<file path="src/hdl/owbm_pkg.sv">
package owbm_pkg;

    localparam int CFG_INDEX_W = 4;
    localparam int TIME_W      = 10;
    localparam int NUM_REGS    = 8;

    localparam logic [1:0] OP_NONE  = 2'd0;
    localparam logic [1:0] OP_RESET = 2'd1;
    localparam logic [1:0] OP_WRITE = 2'd2;
    localparam logic [1:0] OP_READ  = 2'd3;

    localparam logic [2:0] REG_RESET_LOW     = 3'd0;
    localparam logic [2:0] REG_PRESENCE_WAIT = 3'd1;
    localparam logic [2:0] REG_RESET_RECOVER = 3'd2;
    localparam logic [2:0] REG_ONE_LOW       = 3'd3;
    localparam logic [2:0] REG_ONE_RELEASE   = 3'd4;
    localparam logic [2:0] REG_ZERO_LOW      = 3'd5;
    localparam logic [2:0] REG_READ_LOW      = 3'd6;
    localparam logic [2:0] REG_READ_RECOVER  = 3'd7;

    localparam logic [TIME_W-1:0] RESET_LOW_INIT     = 10'd50;
    localparam logic [TIME_W-1:0] PRESENCE_WAIT_INIT = 10'd50;
    localparam logic [TIME_W-1:0] RESET_RECOVER_INIT = 10'd50;
    localparam logic [TIME_W-1:0] ONE_LOW_INIT       = 10'd1;
    localparam logic [TIME_W-1:0] ONE_RELEASE_INIT   = 10'd50;
    localparam logic [TIME_W-1:0] ZERO_LOW_INIT      = 10'd50;
    localparam logic [TIME_W-1:0] READ_LOW_INIT      = 10'd2;
    localparam logic [TIME_W-1:0] READ_RECOVER_INIT  = 10'd60;

    typedef struct packed {
        logic [1:0] op;
        logic [7:0] write_byte;
        logic       line_in;
    } owbm_in_t;

    typedef struct packed {
        logic       drive_low;
        logic       busy_res;
        logic       done_res;
        logic       presence;
        logic [7:0] read_byte;
    } owbm_out_t;

    typedef struct packed {
        logic [TIME_W-1:0] reset_low_time;
        logic [TIME_W-1:0] presence_wait_time;
        logic [TIME_W-1:0] reset_recovery_time;
        logic [TIME_W-1:0] one_low_time;
        logic [TIME_W-1:0] one_release_time;
        logic [TIME_W-1:0] zero_low_time;
        logic [TIME_W-1:0] read_low_time;
        logic [TIME_W-1:0] read_recovery_time;
    } owbm_cfg_t;

endpackage

</file>
<file path="src/hdl/owbm_cfg.sv">
module owbm_cfg
(
    input  logic                             clk,
    input  logic                             rst_n,
    input  logic                             cfg_valid,
    output logic                             cfg_ready,
    input  logic [owbm_pkg::CFG_INDEX_W-1:0] cfg_index,
    input  logic [owbm_pkg::TIME_W-1:0]      cfg_data,
    output owbm_pkg::owbm_cfg_t              cfg
);

    owbm_pkg::owbm_cfg_t cfg_reg;
    owbm_pkg::owbm_cfg_t cfg_next;
    logic                write_en;

    assign cfg_ready = 1'b1;
    assign write_en  = cfg_valid && cfg_ready
                       && (cfg_index < owbm_pkg::CFG_INDEX_W'(owbm_pkg::NUM_REGS));
    assign cfg       = cfg_reg;

    always_comb
    begin
        cfg_next = cfg_reg;
        if (write_en)
        begin
            unique case (cfg_index[2:0])
                owbm_pkg::REG_RESET_LOW:     cfg_next.reset_low_time      = cfg_data;
                owbm_pkg::REG_PRESENCE_WAIT: cfg_next.presence_wait_time  = cfg_data;
                owbm_pkg::REG_RESET_RECOVER: cfg_next.reset_recovery_time = cfg_data;
                owbm_pkg::REG_ONE_LOW:       cfg_next.one_low_time        = cfg_data;
                owbm_pkg::REG_ONE_RELEASE:   cfg_next.one_release_time    = cfg_data;
                owbm_pkg::REG_ZERO_LOW:      cfg_next.zero_low_time       = cfg_data;
                owbm_pkg::REG_READ_LOW:      cfg_next.read_low_time       = cfg_data;
                owbm_pkg::REG_READ_RECOVER:  cfg_next.read_recovery_time  = cfg_data;
                default:                     cfg_next = cfg_reg;
            endcase
        end
    end

    always_ff @(posedge clk or negedge rst_n)
    begin
        if (!rst_n)
        begin
            cfg_reg.reset_low_time      <= owbm_pkg::RESET_LOW_INIT;
            cfg_reg.presence_wait_time  <= owbm_pkg::PRESENCE_WAIT_INIT;
            cfg_reg.reset_recovery_time <= owbm_pkg::RESET_RECOVER_INIT;
            cfg_reg.one_low_time        <= owbm_pkg::ONE_LOW_INIT;
            cfg_reg.one_release_time    <= owbm_pkg::ONE_RELEASE_INIT;
            cfg_reg.zero_low_time       <= owbm_pkg::ZERO_LOW_INIT;
            cfg_reg.read_low_time       <= owbm_pkg::READ_LOW_INIT;
            cfg_reg.read_recovery_time  <= owbm_pkg::READ_RECOVER_INIT;
        end
        else
        begin
            cfg_reg <= cfg_next;
        end
    end

endmodule

</file>
<file path="src/hdl/owbm_core.sv">
module owbm_core
(
    input  logic                 clk,
    input  logic                 rst_n,
    input  logic                 step_en,
    input  owbm_pkg::owbm_in_t   item,
    input  owbm_pkg::owbm_cfg_t  cfg,
    output owbm_pkg::owbm_out_t  result
);

    typedef enum logic [2:0] {
        PH_IDLE,
        PH_RST_LOW,
        PH_RST_WAIT,
        PH_RST_REC,
        PH_W_LOW,
        PH_W_REL,
        PH_R_LOW,
        PH_R_REC
    } phase_t;

    phase_t                      phase_reg, phase_next;
    logic [owbm_pkg::TIME_W-1:0] tick_count_reg, tick_count_next;
    logic [2:0]                  bit_index_reg, bit_index_next;
    logic [7:0]                  shift_byte_reg, shift_byte_next;
    logic                        presence_reg, presence_next;
    logic [7:0]                  last_read_reg, last_read_next;

    phase_t                      ph;
    logic [7:0]                  sb;
    logic [owbm_pkg::TIME_W-1:0] tc;
    logic [2:0]                  bi;
    logic [owbm_pkg::TIME_W-1:0] len;
    logic [owbm_pkg::TIME_W:0]   tc_inc;
    logic                        cur_bit;
    logic                        finish;
    logic                        drive;
    logic                        busy;

    always_comb
    begin
        ph             = phase_reg;
        sb             = shift_byte_reg;
        tc             = tick_count_reg;
        bi             = bit_index_reg;
        presence_next  = presence_reg;
        last_read_next = last_read_reg;
        finish         = 1'b0;
        drive          = 1'b0;
        busy           = 1'b0;
        len            = '0;
        cur_bit        = 1'b0;
        tc_inc         = '0;

        if ((phase_reg == PH_IDLE) && (item.op != owbm_pkg::OP_NONE))
        begin
            tc = '0;
            bi = '0;
            unique case (item.op)
                owbm_pkg::OP_RESET:
                begin
                    ph = PH_RST_LOW;
                end
                owbm_pkg::OP_WRITE:
                begin
                    sb = item.write_byte;
                    ph = PH_W_LOW;
                end
                default:
                begin
                    sb = '0;
                    ph = PH_R_LOW;
                end
            endcase
        end

        if (ph != PH_IDLE)
        begin
            cur_bit = sb[0];
            busy    = 1'b1;
            drive   = (ph == PH_RST_LOW) || (ph == PH_W_LOW) || (ph == PH_R_LOW);

            unique case (ph)
                PH_RST_LOW:  len = cfg.reset_low_time;
                PH_RST_WAIT: len = cfg.presence_wait_time;
                PH_RST_REC:  len = cfg.reset_recovery_time;
                PH_W_LOW:    len = cur_bit ? cfg.one_low_time : cfg.zero_low_time;
                PH_W_REL:    len = cfg.one_release_time;
                PH_R_LOW:    len = cfg.read_low_time;
                default:     len = cfg.read_recovery_time;
            endcase

            if (tc == '0)
            begin
                if (ph == PH_RST_REC)
                begin
                    presence_next = !item.line_in;
                end
                else if (ph == PH_R_REC)
                begin
                    sb = sb | (8'(item.line_in) << bi);
                end
            end

            tc_inc = {1'b0, tc} + 11'd1;
            if (tc_inc < {1'b0, len})
            begin
                tc = tc_inc[owbm_pkg::TIME_W-1:0];
            end
            else
            begin
                tc = '0;
                unique case (ph)
                    PH_RST_LOW:  ph = PH_RST_WAIT;
                    PH_RST_WAIT: ph = PH_RST_REC;
                    PH_RST_REC:  finish = 1'b1;
                    PH_W_LOW, PH_W_REL:
                    begin
                        if ((ph == PH_W_LOW) && cur_bit)
                        begin
                            ph = PH_W_REL;
                        end
                        else
                        begin
                            sb = sb >> 1;
                            if (bi == 3'd7)
                            begin
                                finish = 1'b1;
                            end
                            else
                            begin
                                bi = bi + 3'd1;
                                ph = PH_W_LOW;
                            end
                        end
                    end
                    PH_R_LOW:    ph = PH_R_REC;
                    default:
                    begin
                        if (bi == 3'd7)
                        begin
                            last_read_next = sb;
                            finish         = 1'b1;
                        end
                        else
                        begin
                            bi = bi + 3'd1;
                            ph = PH_R_LOW;
                        end
                    end
                endcase
            end

            if (finish)
            begin
                ph = PH_IDLE;
                bi = '0;
            end
        end

        phase_next      = ph;
        shift_byte_next = sb;
        tick_count_next = tc;
        bit_index_next  = bi;

        result.drive_low = drive;
        result.busy_res  = busy;
        result.done_res  = finish;
        result.presence  = presence_next;
        result.read_byte = last_read_next;
    end

    always_ff @(posedge clk or negedge rst_n)
    begin
        if (!rst_n)
        begin
            phase_reg      <= PH_IDLE;
            tick_count_reg <= '0;
            bit_index_reg  <= '0;
            shift_byte_reg <= '0;
            presence_reg   <= 1'b0;
            last_read_reg  <= '0;
        end
        else if (step_en)
        begin
            phase_reg      <= phase_next;
            tick_count_reg <= tick_count_next;
            bit_index_reg  <= bit_index_next;
            shift_byte_reg <= shift_byte_next;
            presence_reg   <= presence_next;
            last_read_reg  <= last_read_next;
        end
    end

endmodule

</file>
<file path="src/hdl/onewire_bus_master.sv">
// One-wire bus master: each input transaction is one timing tick and yields one result.
// A tick is captured in the input register; its result is computed from it and
// registered in the output register, where it is held while out_stall is high.
// Throughput: one tick per cycle while out_stall does not hold the output register.
// Reset (rst_n, asynchronous, active low) idles the bus, clears the valid flags and
// the core state and restores the default timing registers.
module onewire_bus_master
(
    input  logic                             clk,
    input  logic                             rst_n,
    input  logic                             in_valid,
    output logic                             in_stall,
    input  owbm_pkg::owbm_in_t               in_data,
    output logic                             out_valid,
    input  logic                             out_stall,
    output owbm_pkg::owbm_out_t              out_data,
    input  logic                             cfg_valid,
    output logic                             cfg_ready,
    input  logic [owbm_pkg::CFG_INDEX_W-1:0] cfg_index,
    input  logic [owbm_pkg::TIME_W-1:0]      cfg_data
);

    logic                in_valid_reg;
    owbm_pkg::owbm_in_t  in_item_reg;
    logic                out_valid_reg;
    owbm_pkg::owbm_out_t out_item_reg;
    owbm_pkg::owbm_cfg_t cfg;
    owbm_pkg::owbm_out_t step_result;
    logic                advance;
    logic                in_take;

    assign advance   = in_valid_reg && (!out_valid_reg || !out_stall);
    assign in_stall  = in_valid_reg && !advance;
    assign in_take   = in_valid && !in_stall;
    assign out_valid = out_valid_reg;
    assign out_data  = out_item_reg;

    owbm_cfg u_cfg
    (
        .clk       (clk),
        .rst_n     (rst_n),
        .cfg_valid (cfg_valid),
        .cfg_ready (cfg_ready),
        .cfg_index (cfg_index),
        .cfg_data  (cfg_data),
        .cfg       (cfg)
    );

    owbm_core u_core
    (
        .clk     (clk),
        .rst_n   (rst_n),
        .step_en (advance),
        .item    (in_item_reg),
        .cfg     (cfg),
        .result  (step_result)
    );

    always_ff @(posedge clk or negedge rst_n)
    begin
        if (!rst_n)
        begin
            in_valid_reg  <= 1'b0;
            out_valid_reg <= 1'b0;
        end
        else
        begin
            if (in_take)
            begin
                in_valid_reg <= 1'b1;
            end
            else if (advance)
            begin
                in_valid_reg <= 1'b0;
            end

            if (advance)
            begin
                out_valid_reg <= 1'b1;
            end
            else if (out_valid_reg && !out_stall)
            begin
                out_valid_reg <= 1'b0;
            end
        end
    end

    always_ff @(posedge clk)
    begin
        if (in_take)
        begin
            in_item_reg <= in_data;
        end
        if (advance)
        begin
            out_item_reg <= step_result;
        end
    end

endmodule
</file>
<file path="config.mk">
export PLATFORM = sky130hd
export DESIGN_NAME = onewire_bus_master
export DESIGN_NICKNAME = d
export VERILOG_FILES = /design/src/hdl/owbm_pkg.sv /design/src/hdl/owbm_cfg.sv /design/src/hdl/owbm_core.sv /design/src/hdl/onewire_bus_master.sv
export SDC_FILE = /design/constraint.sdc
export NUM_CORES = 1
export LEC_CHECK = 0
export BUFFER_PORTS_ARGS = -buffer_cell sky130_fd_sc_hd__buf_2
export CORE_UTILIZATION = 45
export DETAILED_ROUTE_END_ITERATION = 12
export SYNTH_ARGS = -nofsm -noshare
export SYNTH_HDL_FRONTEND = slang
export SYNTH_SLANG_ARGS = --single-unit
</file>
<file path="constraint.sdc">
create_clock -name clk -period 4.69 [get_ports clk]
set_input_delay 0.938 -clock clk [delete_from_list [all_inputs] [get_ports clk]]
set_output_delay 0.938 -clock clk [all_outputs]
set_load 0.005 [all_outputs]
</file>
## Yosys cells after proc, flatten, opt, wreduce, memory -nomap -nowiden

Cells that the tools add are included.

- Add/sub/neg operators: 2
- Order comparisons: 2
- Eq/ne operators: 17
- Shift operators: 1
- Multiplexer cells: 48
- Bitwise operators: 1
- Reduce and logical (&&, ||, !) cells: 34

Operators by type and width:

| operator | count |
|---|---|
| 8-bit two-way mux | 12 |
| 10-bit case mux with 6 select lines | 1 |
| 10-bit two-way mux | 5 |
| 3-bit two-way mux | 13 |
| 3-bit equality test, second input constant | 9 |
| 8-bit case mux with 2 select lines | 1 |
| 2-bit AND reduction | 8 |
| 3-bit case mux with 5 select lines | 1 |
| 3-bit by 2-bit equality test with 1-bit output, second input constant | 4 |
| 1-bit two-way mux | 12 |
| 3-bit case mux with 2 select lines | 2 |
| 10-bit by 1-bit adder with 11-bit output, second input constant | 1 |
| 11-bit by 10-bit less-than comparator with 1-bit output | 1 |
| 10-bit logical NOT | 1 |
| 8-bit bitwise OR | 1 |
| 1-bit by 3-bit left shift with 8-bit output | 1 |
| 1-bit logical AND | 7 |
| 3-bit by 1-bit equality test with 1-bit output, second input constant | 2 |
| 3-bit logical NOT | 2 |
| 2-bit nonzero test | 3 |
| 6-bit OR reduction | 1 |
| 1-bit logical NOT | 5 |
| 4-bit less-than comparator, second input constant | 1 |
| 4-bit OR reduction | 1 |
| 8 further kinds | 10 |

- Register bits: 138
- Input port bits: 30
- Output and inout port bits: 15
- Logic and storage cells: 129

## Longest topological paths before layout

- Depth after elaboration: 12
- Depth in mapped cells: 23
- Depth with buffers taken out: 17

## By module

Synthesis repeated with hierarchy kept, for this count alone.

- Cell total of the unflattened synthesis: 613
- Area, all modules: 7252.0 um2

Modules (own cells, without submodules):

| module | instances | cells each | area each (um2) | seq. area each (um2) |
|---|---|---|---|---|
| owbm_core | 1 | 402 | 3280.6 | 825.8 |
| owbm_cfg | 1 | 180 | 3188.1 | 2028.2 |
| onewire_bus_master | 1 | 31 | 783.3 | 740.7 |

## Worst setup path after synthesis

OpenSTA, ideal clock, no wires.

- Kind: reg-to-reg
- Start: reg in_item_reg[9] (netlist name)
- End: reg u_core.last_read_reg[0]
- Library setup time: 0.125 ns
- Arrival: 4.556 ns
- Required time: 4.565 ns
- Path slack: 0.009 ns
- Cell stages (with the launch flop): 21
- Buffers on the path: 5
- Period minus slack after synthesis: 4.681 ns
- Path through: edfxtp_1 > inv_1 > ha_1 > buf_4 > or4_1 > clkbuf_1 > clkbuf_1 > and2_1 > ha_1 > clkbuf_1 > and4_1 > and2_1 > xnor2_1 > ha_1 > nand3_1 > nor3_1 > o2111ai_1 > o31a_1 > buf_2 > nor4_4 > mux2_2

- Cells in the longest elaborated chain, start to end: 12
- Elaborated cells on any way between the ends: 35
- Classes of those cells: add/sub (1); order compare (1); eq/ne (10); shift (1); mux (16); bitwise (1); reduce/logical (5)

Ends and longest elaborated chain:

| item | RTL line | text |
|---|---|---|
| start: declaration | onewire_bus_master.sv:24 | `owbm_pkg::owbm_in_t in_item_reg;` |
| start signal: assignment | onewire_bus_master.sv:92 | `in_item_reg <= in_data;` |
| branches (longest 11 deep; another with 11-bit by 10-bit less-than comparator with 1-bit output) | -- |  |
| 8-bit two-way mux * | owbm_core.sv:77 | `if (ph != PH_IDLE)` |
| end signal: assignment | owbm_core.sv:191 | `last_read_reg <= last_read_next;` |
| end: declaration | owbm_core.sv:27 | `logic [7:0] last_read_reg, last_read_next;` |

Mark *: on every way between the ends. The select of a mux whose other input is x is not followed.
A chain may end at the register's enable or synchronous reset.

==> flow_summary.toml <==
[floorplanning]
die_x_um = 128
pin_count = 45
die_y_um = 128
core_um2 = 15400
die-area_um2 = 16500
fp-row-count = 45
initial_utilization = 0.468

[sta]
tightest_slew_ns = 1.16
fin_crit_sh = 0.956
fin_ws_ns = 0.205
slew_headroom = 0.225
period_minus_slack_ns = 4.49
setup_violations = 0
clock_skew_ns = 0.00757
slew_viol_final = 0
finalHoldViolCount = 0
fmax_mhz = 223

[power]
powerDensity_nw_per_um2 = 615
p_leak_nw = 3.64
peakVddDrop_v = 0.000352
finalPower_mw = 5.22

[synth]
synth_ff_type = "dfrtp_1"
synthTopCellsByArea = "dfrtp_1 (33%), mux2_2 (15%), edfxtp_1 (9.6%), dfstp_2 (7.7%), ha_1 (2.8%)"
synth_top_family_by_area = "multiplexers"
ys_seq_elements = 138
synth_fp_nets = 665
yosysSeqAreaShare = 0.500
synth_compound_area_frac = 0.143
syn_inst = 619
synth_area_um2 = 7190
avgSynthCellArea_um2 = 11.6
yosys.area_share.simple = 0.114
synthMuxAreaShare = 0.177
synth_xor_area_frac = 0.00853
synth_area_leader_cell = "dfrtp_1"
synth-edff-count = 23
synth_top_area_frac = 0.327
async_flop_share = 0.833
synth_adder_area_share = 0.0278
yosys_warnings = 0
synth_cell_types = 69

[grt]
grt_use_total = 0.238
grt_pass1_vias = 5502
antenna_found_initial = 0
overflow = 0
grt_pass1_wl_mm = 29.4
grt_max_degree = 43

[clock_tree]
cts_buffer_depth = 2
cts_sinks = 138
clkLatencyLatePin_ns = 0.43
cts_root_buffer = "clkbuf_16"
cts.htree.levels = 4
numCtsBuffers = 17
hold_buffers = 0
clk_pin_slew_ns = 0.06
cts_tree = "done"

[finish]
nFillCells = 1347
drive_gt1_frac = 0.371
syn2layout_area_growth_pct = 18.2
utilization = 0.553
fin_nets = 734
largest_register_ffs = 80
n_antenna_cell = 0
mostFrequentLayoutCells = "mux2_2 (97), dfrtp_1 (94), buf_4 (43), buf_2 (42), o21ai_0 (37)"
final_common_cell = "mux2_2"

[route]
vias = 5434
drt_iter0_drc = 438
ant_nets = 0
routed_wl_mm = 18.7
wire_per_inst_um = 20.5
avgViaCountPerCell = 5.96
drc_errors = 0
drt_pre_antenna_iters = 5

[critical_path]
crit_path_end_kind = "flip-flop"
worstPathMaxFanout = 9
crit_path_start_kind = "flip-flop"
critPathArrivalTime_ns = 4.66
path_class = "flip-flop to flip-flop"
required_ns = 4.87

[worst_hold_path]
hp-class = "flip-flop to flip-flop"

[run]
cap_violations = 0

[placement]
place.gp.congestion = 0.866
dp_slack_ns = -0.0813
hpwl_mm = 12.9
io_buffers = 43

[run_status]
run_status = "completed"
[critical path: stages, from the launching register on]
cell	delay [ns]
edfxtp_1	0.40
inv_1	0.12
ha_2	0.29
buf_4	0.16
and3_1	0.18
mux2i_2	0.22
nand2_2	0.13
buf_4	0.20
mux2i_1	0.13
a211oi_1	0.22
o22ai_1	0.17
ha_1	0.35
nand4_1	0.15
nor3_2	0.21
o2111ai_2	0.15
o31a_1	0.44
nor3_4	0.23
buf_12	0.15
mux2_2	0.33
[synthesized netlist by cell type, drive strengths merged, types with 12 or more instances]
cell type,n
ha,16
buf,14
clkbuf,23
mux2,98
edfxtp,23
nand3,16
dfstp,21
dfrtp,94
a22o,12
a21oi,19
mux2i,17
nor2,35
o21ai,38
nand2,35
[what timing repair did]
item                       4_1_cts  5_1_grt
gates resized for setup          2       15
cloned                           0        1
setup endpoints to repair       23       30
hold endpoints to repair         0        0
buffers inserted                 1        6
pin swaps                        1        7
[layer usage]
layer / GRT usage / wire length [µm] / up-vias
li1: - / - / 2479
met1: 0.305 / 8130 / 2752
met2: 0.397 / 9310 / 170
met3: 0.0524 / 917 / 33
met4: 0.0844 / 330 / 0
met5: 0 / 0 / -
[report_power, final]
group | internal [mW] | total [mW] | switching [mW]
sequential | 1.51 | 1.73 | 0.219
clock | 0.820 | 1.33 | 0.513
combinational | 0.927 | 2.16 | 1.23
total | 3.26 | 5.22 | 1.97
[area by class of cell]
| type | instances | area (µm²) | share of cell area |
|---|---|---|---|
| clock buffer | 23 | 510 | 0.0600 |
| clock inverter | 9 | 82.6 | 0.00971 |
| inverter | 11 | 41.3 | 0.00486 |
| multi-input combinational | 434 | 3460 | 0.406 |
| sequential | 138 | 3590 | 0.423 |
| tap | 211 | 264 | 0.0311 |
| timing repair buffer | 86 | 553 | 0.0650 |
[path summary, 6_finish.rpt]
path	startpoint	end	slack [ns]	cells past startpoint
min in group asynchronous	rst_n	u_core.last_read_reg[7]	0.50	1
hold / removal	u_core.shift_byte_reg[7]	u_core.shift_byte_reg[7]	0.49	2
hold reg to reg	u_core.shift_byte_reg[7]	u_core.shift_byte_reg[7]	0.49	2
setup / recovery	in_item_reg[10]	out_data[7]	0.20	18
max in group asynchronous	rst_n	u_cfg.cfg[5]	3.23	2
setup reg to reg	in_item_reg[10]	out_data[7]	0.20	18
[through the flow]
step	hold WS [ns]	area [µm²]	instances	TNS [ns]
after floorplan	0.451	7190	619	0
after global placement	0.466	7780	872	-0.184
after detailed placement	0.475	7780	872	-0.694
after CTS	0.491	8400	905	0
after global routing	0.520	8500	912	-0.00122
final	0.489	8500	912	0
[cell families (layout without fill, tap and decap cells)]
kind of cell | Yosys count | count (layout)
buffers and inverters | 48 | 129
other | 1 | 1
multiplexers | 115 | 115
adder cells (fa/ha/maj) | 16 | 16
AND/OR/NAND/NOR | 148 | 149
XOR/XNOR | 7 | 7
AO/OA/AOI/OAI | 146 | 146
flip-flops | 138 | 138
Power figures use the tool's default switching activity.
